===== src/tcss_pkg.sv =====
// ----------------------------------------------------------------------------
// Two-class state scheduler package
// Codes, state encoding, stack control and shared constants.
// ----------------------------------------------------------------------------
`default_nettype none

package tcss_pkg;

  localparam int DEF_STACK_DEPTH = 16;
  localparam int DEF_ID_WIDTH    = 16;
  localparam int DEF_NUM_TRACKED = 4;

  localparam int PC_W      = 64;
  localparam int ADDR_W    = 47;
  localparam int COUNT_W   = 3;
  localparam int CFG_IDX_W = 3;

  localparam logic [PC_W-1:0] PC_LIMIT = 64'h0000_7f00_0000_0000;

  localparam logic [CFG_IDX_W-1:0] CFG_TRACKED_COUNT  = 3'd0;
  localparam logic [CFG_IDX_W-1:0] CFG_TRACKED_ADDR_A = 3'd1;

  localparam logic SIDE_HIGH = 1'b0;
  localparam logic SIDE_LOW  = 1'b1;

  typedef enum logic [1:0] {
    OP_ADD    = 2'd0,
    OP_FORK   = 2'd1,
    OP_REMOVE = 2'd2,
    OP_SELECT = 2'd3
  } op_t;

  typedef enum logic [2:0] {
    ACT_NONE  = 3'd0,
    ACT_HIGH  = 3'd1,
    ACT_LOW   = 3'd2,
    ACT_TERM  = 3'd3,
    ACT_SEL   = 3'd4,
    ACT_EMPTY = 3'd5,
    ACT_MISS  = 3'd6,
    ACT_FULL  = 3'd7
  } action_t;

  typedef enum logic [3:0] {
    ST_IDLE,
    ST_DISPATCH,
    ST_MATCH,
    ST_PUSH,
    ST_SEL_TAKE,
    ST_SRCH_READ,
    ST_SRCH_CHECK,
    ST_SHIFT_READ,
    ST_SHIFT_WRITE,
    ST_RESPOND
  } state_t;

  typedef struct packed {
    logic push;
    logic write;
    logic dec;
  } stack_ctl_t;

endpackage

`default_nettype wire


===== src/tcss_stack.sv =====
// ----------------------------------------------------------------------------
// Scheduler ID stack
// Entry memory with one write and one registered read port, plus fill count.
// ----------------------------------------------------------------------------
`default_nettype none

module tcss_stack
  import tcss_pkg::*;
#(
  parameter int DEPTH = DEF_STACK_DEPTH,
  parameter int WIDTH = DEF_ID_WIDTH,
  localparam int AW = (DEPTH > 1) ? $clog2(DEPTH) : 1,
  localparam int FW = $clog2(DEPTH + 1)
) (
  input  wire logic             clk,
  input  wire logic             rst,
  input  wire stack_ctl_t       ctl,
  input  wire logic [AW-1:0]    waddr,
  input  wire logic [WIDTH-1:0] wdata,
  input  wire logic [AW-1:0]    raddr,
  output logic      [WIDTH-1:0] rdata,
  output logic      [FW-1:0]    fill
);

  logic [WIDTH-1:0] mem [DEPTH];
  logic [AW-1:0]    wr_addr;

  assign wr_addr = ctl.push ? fill[AW-1:0] : waddr;

  always_ff @(posedge clk) begin
    if (ctl.push || ctl.write) begin
      mem[wr_addr] <= wdata;
    end
    rdata <= mem[raddr];
  end

  always_ff @(posedge clk) begin
    if (rst) begin
      fill <= '0;
    end else if (ctl.push) begin
      fill <= fill + 1'b1;
    end else if (ctl.dec) begin
      fill <= fill - 1'b1;
    end
  end

endmodule

`default_nettype wire


===== src/two_class_state_scheduler.sv =====
// ----------------------------------------------------------------------------
// Two-class state scheduler
// Two LIFO stacks of state IDs with add, fork, remove and select events.
// ----------------------------------------------------------------------------
// Requests enter on req_valid/req_ready with operation, state_id, parent_id,
// target_pc and module_known; one result per request leaves on
// res_valid/res_ready with action, selected_id and low_empty.
// Tracked addresses and their count are written on cfg_write/cfg_index/
// cfg_data, by the user only while no request is in flight; not enforced.
// One request is processed at a time by a single sequencer sharing one
// stack read port and one compare. A remove searches each stack memory,
// the high stack first and then the low one, and shifts the entries above
// a match down by one.
// req_ready is high only while the sequencer is idle, so the next request is
// taken in the cycle after the previous result is loaded. The result register
// holds a finished result while the receiver stalls; the next request may be
// taken meanwhile and waits at its end until the register frees up.
// Reset empties both stacks, clears the tracked registers and re-arms the
// initial add; no clearing pass is needed.
// ----------------------------------------------------------------------------
`default_nettype none

module two_class_state_scheduler
  import tcss_pkg::*;
#(
  parameter int STACK_DEPTH = DEF_STACK_DEPTH,
  parameter int ID_WIDTH    = DEF_ID_WIDTH,
  parameter int NUM_TRACKED = DEF_NUM_TRACKED
) (
  input  wire logic                 clk,
  input  wire logic                 rst,
  input  wire logic                 cfg_write,
  input  wire logic [CFG_IDX_W-1:0] cfg_index,
  input  wire logic [ADDR_W-1:0]    cfg_data,
  input  wire logic                 req_valid,
  output logic                      req_ready,
  input  wire logic [1:0]           operation,
  input  wire logic [ID_WIDTH-1:0]  state_id,
  input  wire logic [ID_WIDTH-1:0]  parent_id,
  input  wire logic [PC_W-1:0]      target_pc,
  input  wire logic                 module_known,
  output logic                      res_valid,
  input  wire logic                 res_ready,
  output action_t                   action,
  output logic      [ID_WIDTH-1:0]  selected_id,
  output logic                      low_empty
);

  localparam int AW = (STACK_DEPTH > 1) ? $clog2(STACK_DEPTH) : 1;
  localparam int FW = $clog2(STACK_DEPTH + 1);
  localparam int KW = (NUM_TRACKED > 1) ? $clog2(NUM_TRACKED) : 1;

  logic [COUNT_W-1:0] tracked_count;
  logic [ADDR_W-1:0]  tracked [NUM_TRACKED];

  state_t state, state_next;

  op_t               op_r;
  logic [ID_WIDTH-1:0] sid_r;
  logic [ID_WIDTH-1:0] pid_r;
  logic [PC_W-1:0]   pc_r;
  logic              known_r;
  action_t           act;
  logic [ID_WIDTH-1:0] sel_r;
  logic              hit;
  logic              side;
  logic [FW-1:0]     idx;
  logic [KW-1:0]     k;
  logic              first_add_done;

  stack_ctl_t        ctl_high, ctl_low, ctl_cur;
  logic [AW-1:0]     rd_addr;
  logic [ID_WIDTH-1:0] wr_data;
  logic [ID_WIDTH-1:0] high_rdata, low_rdata, cur_rdata;
  logic [FW-1:0]     high_fill, low_fill, cur_fill;
  logic [FW-1:0]     idx_inc, top_full;
  logic              cur_full, term, match_hit, last_k, both_empty;
  logic              scan_end, shift_end;

  // configuration registers
  always_ff @(posedge clk) begin
    if (rst) begin
      tracked_count <= '0;
    end else if (cfg_write && cfg_index == CFG_TRACKED_COUNT) begin
      tracked_count <= cfg_data[COUNT_W-1:0];
    end
  end

  for (genvar g = 0; g < NUM_TRACKED; g++) begin : g_tracked
    always_ff @(posedge clk) begin
      if (rst) begin
        tracked[g] <= '0;
      end else if (cfg_write && cfg_index == CFG_IDX_W'(CFG_TRACKED_ADDR_A + g)) begin
        tracked[g] <= cfg_data;
      end
    end
  end

  tcss_stack #(.DEPTH(STACK_DEPTH), .WIDTH(ID_WIDTH)) u_high (
    .clk   (clk),
    .rst   (rst),
    .ctl   (ctl_high),
    .waddr (idx[AW-1:0]),
    .wdata (wr_data),
    .raddr (rd_addr),
    .rdata (high_rdata),
    .fill  (high_fill)
  );

  tcss_stack #(.DEPTH(STACK_DEPTH), .WIDTH(ID_WIDTH)) u_low (
    .clk   (clk),
    .rst   (rst),
    .ctl   (ctl_low),
    .waddr (idx[AW-1:0]),
    .wdata (wr_data),
    .raddr (rd_addr),
    .rdata (low_rdata),
    .fill  (low_fill)
  );

  assign cur_fill   = (side == SIDE_LOW) ? low_fill : high_fill;
  assign cur_rdata  = (side == SIDE_LOW) ? low_rdata : high_rdata;
  assign cur_full   = (cur_fill == FW'(STACK_DEPTH));
  assign idx_inc    = idx + 1'b1;
  assign scan_end   = (idx >= cur_fill);
  assign shift_end  = (idx_inc >= cur_fill);
  assign both_empty = (high_fill == '0) && (low_fill == '0);
  assign top_full   = ((high_fill != '0) ? high_fill : low_fill) - 1'b1;
  assign term       = (sid_r == pid_r) || (pc_r >= PC_LIMIT);
  assign match_hit  = (COUNT_W'(k) < tracked_count)
                      && (pc_r[PC_W-1:ADDR_W] == '0)
                      && (pc_r[ADDR_W-1:0] == tracked[k]);
  assign last_k     = (k == KW'(NUM_TRACKED - 1));

  // next state
  always_comb begin
    state_next = state;
    unique case (state)
      ST_IDLE: begin
        if (req_valid) state_next = ST_DISPATCH;
      end
      ST_DISPATCH: begin
        unique case (op_r)
          OP_ADD:    state_next = first_add_done ? ST_RESPOND : ST_PUSH;
          OP_FORK:   state_next = (!known_r || term) ? ST_RESPOND : ST_MATCH;
          OP_REMOVE: state_next = ST_SRCH_READ;
          OP_SELECT: state_next = both_empty ? ST_RESPOND : ST_SEL_TAKE;
          default:   state_next = ST_RESPOND;
        endcase
      end
      ST_MATCH: begin
        if (match_hit || last_k) state_next = ST_PUSH;
      end
      ST_PUSH:     state_next = ST_RESPOND;
      ST_SEL_TAKE: state_next = ST_RESPOND;
      ST_SRCH_READ: begin
        if (!scan_end) state_next = ST_SRCH_CHECK;
        else if (side == SIDE_LOW) state_next = ST_RESPOND;
      end
      ST_SRCH_CHECK: begin
        state_next = (cur_rdata == sid_r) ? ST_SHIFT_READ : ST_SRCH_READ;
      end
      ST_SHIFT_READ: begin
        if (!shift_end) state_next = ST_SHIFT_WRITE;
        else if (side == SIDE_LOW) state_next = ST_RESPOND;
        else state_next = ST_SRCH_READ;
      end
      ST_SHIFT_WRITE: state_next = ST_SHIFT_READ;
      ST_RESPOND: begin
        if (!res_valid || res_ready) state_next = ST_IDLE;
      end
      default: state_next = ST_IDLE;
    endcase
  end

  // outputs of the sequencer
  always_comb begin
    req_ready = (state == ST_IDLE);
    ctl_cur   = '0;
    rd_addr   = idx[AW-1:0];
    wr_data   = sid_r;
    unique case (state)
      ST_DISPATCH:    rd_addr = top_full[AW-1:0];
      ST_PUSH:        ctl_cur.push = !cur_full;
      ST_SHIFT_READ: begin
        rd_addr     = idx_inc[AW-1:0];
        ctl_cur.dec = shift_end;
      end
      ST_SHIFT_WRITE: begin
        ctl_cur.write = 1'b1;
        wr_data       = cur_rdata;
      end
      default: ;
    endcase
    ctl_high = (side == SIDE_HIGH) ? ctl_cur : '0;
    ctl_low  = (side == SIDE_LOW)  ? ctl_cur : '0;
  end

  always_ff @(posedge clk) begin
    if (rst) begin
      state <= ST_IDLE;
    end else begin
      state <= state_next;
    end
  end

  // request datapath
  always_ff @(posedge clk) begin
    unique case (state)
      ST_IDLE: begin
        if (req_valid) begin
          op_r    <= op_t'(operation);
          sid_r   <= state_id;
          pid_r   <= parent_id;
          pc_r    <= target_pc;
          known_r <= module_known;
          act     <= ACT_NONE;
          sel_r   <= '0;
          hit     <= 1'b0;
          side    <= SIDE_HIGH;
          idx     <= '0;
          k       <= '0;
        end
      end
      ST_DISPATCH: begin
        unique case (op_r)
          OP_ADD: begin
            if (!first_add_done) side <= SIDE_LOW;
          end
          OP_FORK: begin
            if (known_r && term) act <= ACT_TERM;
          end
          OP_SELECT: begin
            side <= (high_fill != '0) ? SIDE_HIGH : SIDE_LOW;
            if (both_empty) act <= ACT_EMPTY;
          end
          default: ;
        endcase
      end
      ST_MATCH: begin
        if (match_hit) side <= SIDE_HIGH;
        else if (last_k) side <= SIDE_LOW;
        else k <= k + 1'b1;
      end
      ST_PUSH: begin
        if (cur_full) act <= ACT_FULL;
        else act <= (side == SIDE_HIGH) ? ACT_HIGH : ACT_LOW;
      end
      ST_SEL_TAKE: begin
        sel_r <= cur_rdata;
        act   <= ACT_SEL;
      end
      ST_SRCH_READ: begin
        if (scan_end) begin
          if (side == SIDE_HIGH) begin
            side <= SIDE_LOW;
            idx  <= '0;
          end else begin
            act <= hit ? ACT_NONE : ACT_MISS;
          end
        end
      end
      ST_SRCH_CHECK: begin
        if (cur_rdata == sid_r) hit <= 1'b1;
        else idx <= idx_inc;
      end
      ST_SHIFT_READ: begin
        if (shift_end && side == SIDE_HIGH) begin
          side <= SIDE_LOW;
          idx  <= '0;
        end
      end
      ST_SHIFT_WRITE: idx <= idx_inc;
      default: ;
    endcase
  end

  // result register and first-add flag
  always_ff @(posedge clk) begin
    if (rst) begin
      res_valid      <= 1'b0;
      first_add_done <= 1'b0;
    end else begin
      if (state == ST_DISPATCH && op_r == OP_ADD) first_add_done <= 1'b1;
      if (state == ST_RESPOND && (!res_valid || res_ready)) res_valid <= 1'b1;
      else if (res_ready) res_valid <= 1'b0;
    end
  end

  always_ff @(posedge clk) begin
    if (state == ST_RESPOND && (!res_valid || res_ready)) begin
      action      <= act;
      selected_id <= sel_r;
      low_empty   <= (low_fill == '0);
    end
  end

endmodule

`default_nettype wire


===== config.mk =====
export PLATFORM = sky130hd
export DESIGN_NAME = two_class_state_scheduler
export DESIGN_NICKNAME = d
export VERILOG_FILES = /design/src/tcss_pkg.sv /design/src/tcss_stack.sv /design/src/two_class_state_scheduler.sv
export SDC_FILE = /design/constraint.sdc
export NUM_CORES = 1
export LEC_CHECK = 0
export BUFFER_PORTS_ARGS = -buffer_cell sky130_fd_sc_hd__buf_2
export CAP_MARGIN = 10
export CORE_ASPECT_RATIO = 0.8
export CORE_UTILIZATION = 55
export DETAILED_ROUTE_END_ITERATION = 10
export GPL_ROUTABILITY_DRIVEN = 0
export PLACE_DENSITY = 0.72
export SYNTH_ARGS = -nofsm -noshare
export SYNTH_HDL_FRONTEND = slang
export SYNTH_SLANG_ARGS = --single-unit

===== constraint.sdc =====
create_clock -name clk -period 4.9 [get_ports clk]
set_input_delay 0.98 -clock clk [delete_from_list [all_inputs] [get_ports clk]]
set_output_delay 0.98 -clock clk [all_outputs]
set_load 0.02 [all_outputs]

### Word-level counts from Yosys, hierarchy flattened

Memories as Yosys holds them, arrays and structs flattened. A register that Yosys moved wholly into a read port is not among the register bits.
Index checks and enable logic that the tools add are counted.

| storage, ports and cells | value |
|---|---|
| memory bits (writable) | 700 |
| output and inout bits | 22 |
| word-level logic and storage cells | 211 |
| memories | 3 |
| bits of input ports | 154 |
| latch bits | 0 |
| ROM bits | 0 |
| bits in registers | 166 |

| cells by class | value |
|---|---|
| shift-type cells | 0 |
| bitwise logic cells | 5 |
| $lt $le $gt $ge | 4 |
| div/mod/pow operators | 0 |
| multipliers | 0 |
| equal/unequal tests | 39 |
| mux-type cells | 87 |
| add/sub/neg operators | 7 |
| reduce and logical (&&, ||, !) cells | 46 |

Memory list:

| memory | words | width | read ports | clocked after memory_dff | wr ports | line | text |
|---|---|---|---|---|---|---|---|
| u_high.mem | 16 | 16 | 1 | 1 | 1 | tcss_stack.sv:25 | `logic [WIDTH-1:0] mem [DEPTH];` |
| u_low.mem | 16 | 16 | 1 | 1 | 1 | tcss_stack.sv:25 |  |
| tracked | 4 | 47 | 1 | 1 | 4 | two_class_state_scheduler.sv:54 | `logic [ADDR_W-1:0] tracked [NUM_TRACKED];` |

Operators by type and width:

| kind | count |
|---|---|
| $mux 47 | 4 |
| $ge 64x47->1 const B | 1 |
| $mux 4 | 13 |
| $mux 5 | 10 |
| $mux 16 | 3 |
| $eq 47x47->1 | 1 |
| $pmux 4 s9 | 1 |
| $eq 16x16->1 | 2 |
| $pmux 16 s2 | 1 |
| $mux 1 | 31 |
| $mux 3 | 9 |
| $pmux 5 s5 | 1 |
| $ne 2x2->1 const B | 10 |
| $reduce_bool 5->1 | 4 |
| $logic_not 17->1 | 1 |
| $eq 4x3->1 const B | 4 |
| $pmux 4 s4 | 1 |
| $add 5x1->5 const B | 3 |
| $ne 3x3->1 const B | 5 |
| $pmux 3 s5 | 1 |
| $reduce_and 7->1 | 2 |
| $logic_and 1x1->1 | 12 |
| $mux 2 | 6 |
| $reduce_bool 2->1 | 6 |
| 34 further kinds | 56 |

### Longest topological paths before layout

| logic depth | value |
|---|---|
| depth after elaboration | 8 |
| depth in mapped cells | 14 |
| mapped depth without buffers | 12 |

### By module

A second synthesis with hierarchy kept.

| second synthesis, totals | value |
|---|---|
| cell total of the unflattened synthesis | 2034 |
| area total of the unflattened synthesis | 36381.1 µm² |

Modules (own cells, without submodules):

| module | area each (µm²) | cells an instance | seq. area each (µm²) | instances |
|---|---|---|---|---|
| two_class_state_scheduler | 15526.1 | 1067 | 10279.9 | 1 |
| tcss_stack at u_high | 10427.5 | 483 | 8107.8 | 1 |
| tcss_stack at u_low | 10427.5 | 484 | 8107.8 | 1 |

### Worst setup path before layout

No wires, ideal clock.

| timing path | value |
|---|---|
| kind | input port to flip-flop |
| start point | in cfg_index[2] |
| end point | mem tracked[2][0], enable pin |
| data arrival time | 4547 ps |
| library setup time | 517 ps |
| cell stages on the path | 2 |
| setup slack | -164 ps |
| cells stage by stage | nand2b_1 > o21ai_0 |

RTL lines:

| what | line | text |
|---|---|---|
| start, declared | two_class_state_scheduler.sv:33 | `input wire logic [CFG_IDX_W-1:0] cfg_index,` |
| end, declared | two_class_state_scheduler.sv:54 |  |

### Worst setup path in the final report

| timing path | value |
|---|---|
| start point | reg u_high.fill[0] |
| end point | reg u_high.rdata[7] (read register of u_high.mem) |

| on the way | value |
|---|---|
| word-level cells in the longest chain between the ends | 4 |

Ends and longest elaborated chain:

| what | line | text |
|---|---|---|
| start, declared | tcss_stack.sv:22 | `output logic [FW-1:0] fill` |
| start signal, assigned | tcss_stack.sv:41 | `fill <= fill + 1'b1;` |
| start signal, assigned | tcss_stack.sv:43 | `fill <= fill - 1'b1;` |
| $reduce_bool 5->1 | two_class_state_scheduler.sv:128 | `assign top_full = ((high_fill != '0) ? high_fill : low_fill) - 1'b1;` |
| $mux 4 (*) | two_class_state_scheduler.sv:128 |  |
| $sub 4x1->4 (*) | two_class_state_scheduler.sv:128 |  |
| $pmux 4 s2 (*) | two_class_state_scheduler.sv:182 | `unique case (state)` |
| end, declared | tcss_stack.sv:21 | `output logic [WIDTH-1:0] rdata,` |

Every way passes the cells marked *; elsewhere a longest branch is shown, timed or not.
A chain may end at the register's enable or synchronous reset.

==> impl_results.md <==
- Status: finished, final reports clean
- EDFF count, synth: 847
- YS warnings: 0
- First-pass GRT wire length: 135000 um
- Post_cts resized: 0
- #FFs+latches synth: 900
- Post-route clock period utilization: 84.0%
- Total global routing track utilization: 26.5%
- Drt pass-1 iters: 6
- Syn avg cell area: 14.9 sq um
- Post-CTS Setup Bufs: 0
- # H-tree levels: 3
- Final setup viols: 0
- Final instance area: 0.0423 sq mm
- Fmax: 243 MHz
- Largest net degree at the start of global routing: 129
- Crit path DAT: 4.64 ns
- Count of nets left with antenna violations after detail routing: 0
- Fin. max-slew vios: 0
- Post-synth ARST share: 0%
- Register area share after synthesis: 71.2%
- CTS tree: done
- Final Hold Viols: 0
- Initial Utilization: 56.1%
- Max Cap Viol: 0
- Most common cell after layout, fill and taps aside: edfxtp_1
- Setup CP Type: reg -> reg
- Synth Instances: 2497
- CP peak stage delay: 0.67 ns
- Synth unique cells: 73
- Synthesized area: 0.0372 sq mm
- Vias: 22400
- Post-cts hold buffer count: 0
- DRC viols: 0
- Vias/cell: 6.11
- Setup TNS: 0 ns
- IO Port Bufs: 175
- Clk_skew: 0.0290 ns
- Rows: 84
- Skew-Pair Late Insertion Delay: 0.65 ns
- RSZ-0062 raised after global routing: false
- Root buffer cell: clkbuf_16
- CTS sink cnt: 900
- Dpl cell area: 0.0395 sq mm
- Max rail drop VDD: 0.000845 V
- Clock transition at path regs: 0.06 ns
- Syn nets: 2673
- Relative slew slack: 32.1%
- Vias in the first global route: 21400
- CP delay by family, top: compound AO/OA/AOI/OAI gates
- Die Wd: 293 um
- Hpwl dp: 55600 um
- CTS max path bufs: 3
- Worst Hold Class: reg -> reg
- Num ports: 176
- Pwr per Cell Area: 644 mW/mm^2
- CP Max Fanout: 65
- GRT overflow: 0
- Worst Path Buf+Inv: 1
- LEAKAGE: 14.7 nW
- Routed len/inst: 24.9 um
- Slew @ Worst Pin: 1.01 ns
- Inserted Clock Buffers: 85
- Sum of routed wire length over all layers: 91700 um
- Initial antenna violation count: 4
- Critical path's slowest cell: nor4_1
- Overall die area: 0.0687 sq mm
- Data required, critical path: 5.42 ns
- Critical Path End Type: register
- Fin util: 63.7%
- Worst path cell trace: nor3_1, a31oi_1, ha_1, nor4_1, a221o_4, buf_12, mux2i_1, mux2_2, o32ai_1, a221o_1
- Main flop type after synthesis: edfxtp_1
- Initial DRC Count: 2765
- Reg-to-reg slack, setup: 0.78 ns
- Core area: 0.0663 sq mm
- Final net count: 2879
- CP Launch Type: register
- Area grow syn2layout: 13.5%
- Ratio of cells with drive above 1 in the final layout: 17.5%
- Most frequent cells in the layout: edfxtp_1, nand2_1, and2_1
- Die H: 235 um
- Min cycle time layout: 4.12 ns
-- worst paths after layout --
kind	from	to	depth (start not counted)
worst min register to register	sel_r[15]	selected_id[15]	0
worst max register to register	u_high.fill[0]	u_high.rdata[7]	10
worst min-delay path	sel_r[15]	selected_id[15]	0
worst max-delay path	u_high.fill[0]	u_high.rdata[7]	10
-- sequential cells by signal (all words and copies together) (netlist names), 16 cells and up, named ones only --
name	cells
tracked	188
u_high.rdata	16
sel_r	16
pc_r	64
u_high.mem	256
pid_r	16
u_low.mem	256
selected_id	16
u_low.rdata	16
sid_r	16
-- through the flow --
stage / hold WS [ns] / setup slack [ns] / total power, mW / std cells
after global routing: 0.424 / 0.575 / 28.4 / 3677
after floorplan: 0.400 / -0.164 / 17.5 / 2497
after global placement: 0.405 / 1.09 / 20.4 / 3518
final: 0.419 / 0.782 / 27.2 / 3677
after CTS: 0.419 / 0.837 / 27.1 / 3674
after detailed placement: 0.405 / 0.868 / 20.7 / 3518
-- synthesized netlist by cell type (5+ instances only) --
cell       number  share of area (%)
a31oi_1        80                1.3
buf_2          27               0.36
nand4_1         7               0.12
ha_1           20               0.67
a221o_1        34               0.91
o21ai_0        23               0.31
o2111ai_1       7               0.16
nand2_1       237                2.4
mux4_2         26                1.6
mux4_1          5               0.35
inv_1          19               0.19
nor4_1         14               0.24
nand3_1        22               0.30
buf_1           6              0.060
clkbuf_1      102                1.0
a21oi_1        38               0.51
nor2_1        104                1.0
mux2i_1       119                3.2
a211oi_1      100                2.0
nand2b_1       13               0.22
nor2b_1        10               0.17
o22ai_1         7               0.12
mux2_2         39                1.2
edfxtp_1      847                 68
or3_1           5              0.084
nor3_1         21               0.28
and3_1         33               0.55
and2_1        232                3.9
o32ai_1        33               0.78
buf_6           5               0.15
dfxtp_1        53                2.9
a21o_1         11               0.22
and2_0         55               0.92
xnor2_1        31               0.73
xor2_1         48                1.1
-- layout make-up --
cell class | count | area, sq um
clock buffers | 112 | 2280
multi-input cells | 1433 | 10200
clock inverters | 44 | 447
diodes | 2 | 5.00
well taps | 903 | 1130
flip-flops and latches | 900 | 26500
repair buffers | 263 | 1630
fillers | 4698 | 24100
inverters | 20 | 78.8
-- cells by family after synthesis --
group,Yosys count,synth area share [%]
AOI/OAI and AO/OA,372,7.30
xor gates and xnor gates,79,1.86
adders and majority gates,22,0.780
buffers and inverters,164,1.94
DFF,900,71.2
muxes,190,6.34
and+or+nand+nor,770,10.6
-- where the power goes --
group	internal [mW]	total [mW]	leakage (nW)	switching [mW]
registers	10.0	10.6	8.25	0.622
clock network	3.66	6.46	1.32	2.79
logic	3.68	10.1	5.10	6.47
total	17.3	27.2	14.7	9.88
-- per-layer routing --
metal | wire length [um] | global-route usage (%) | vias up
met5 | 32 | 0 | -
met4 | 2790 | 8.35 | 4
met3 | 8720 | 5.69 | 184
met2 | 41500 | 39.7 | 1152
met1 | 38700 | 39.0 | 11200
li1 | - | - | 9908
Note: power is estimated with default switching activity, not from simulation.
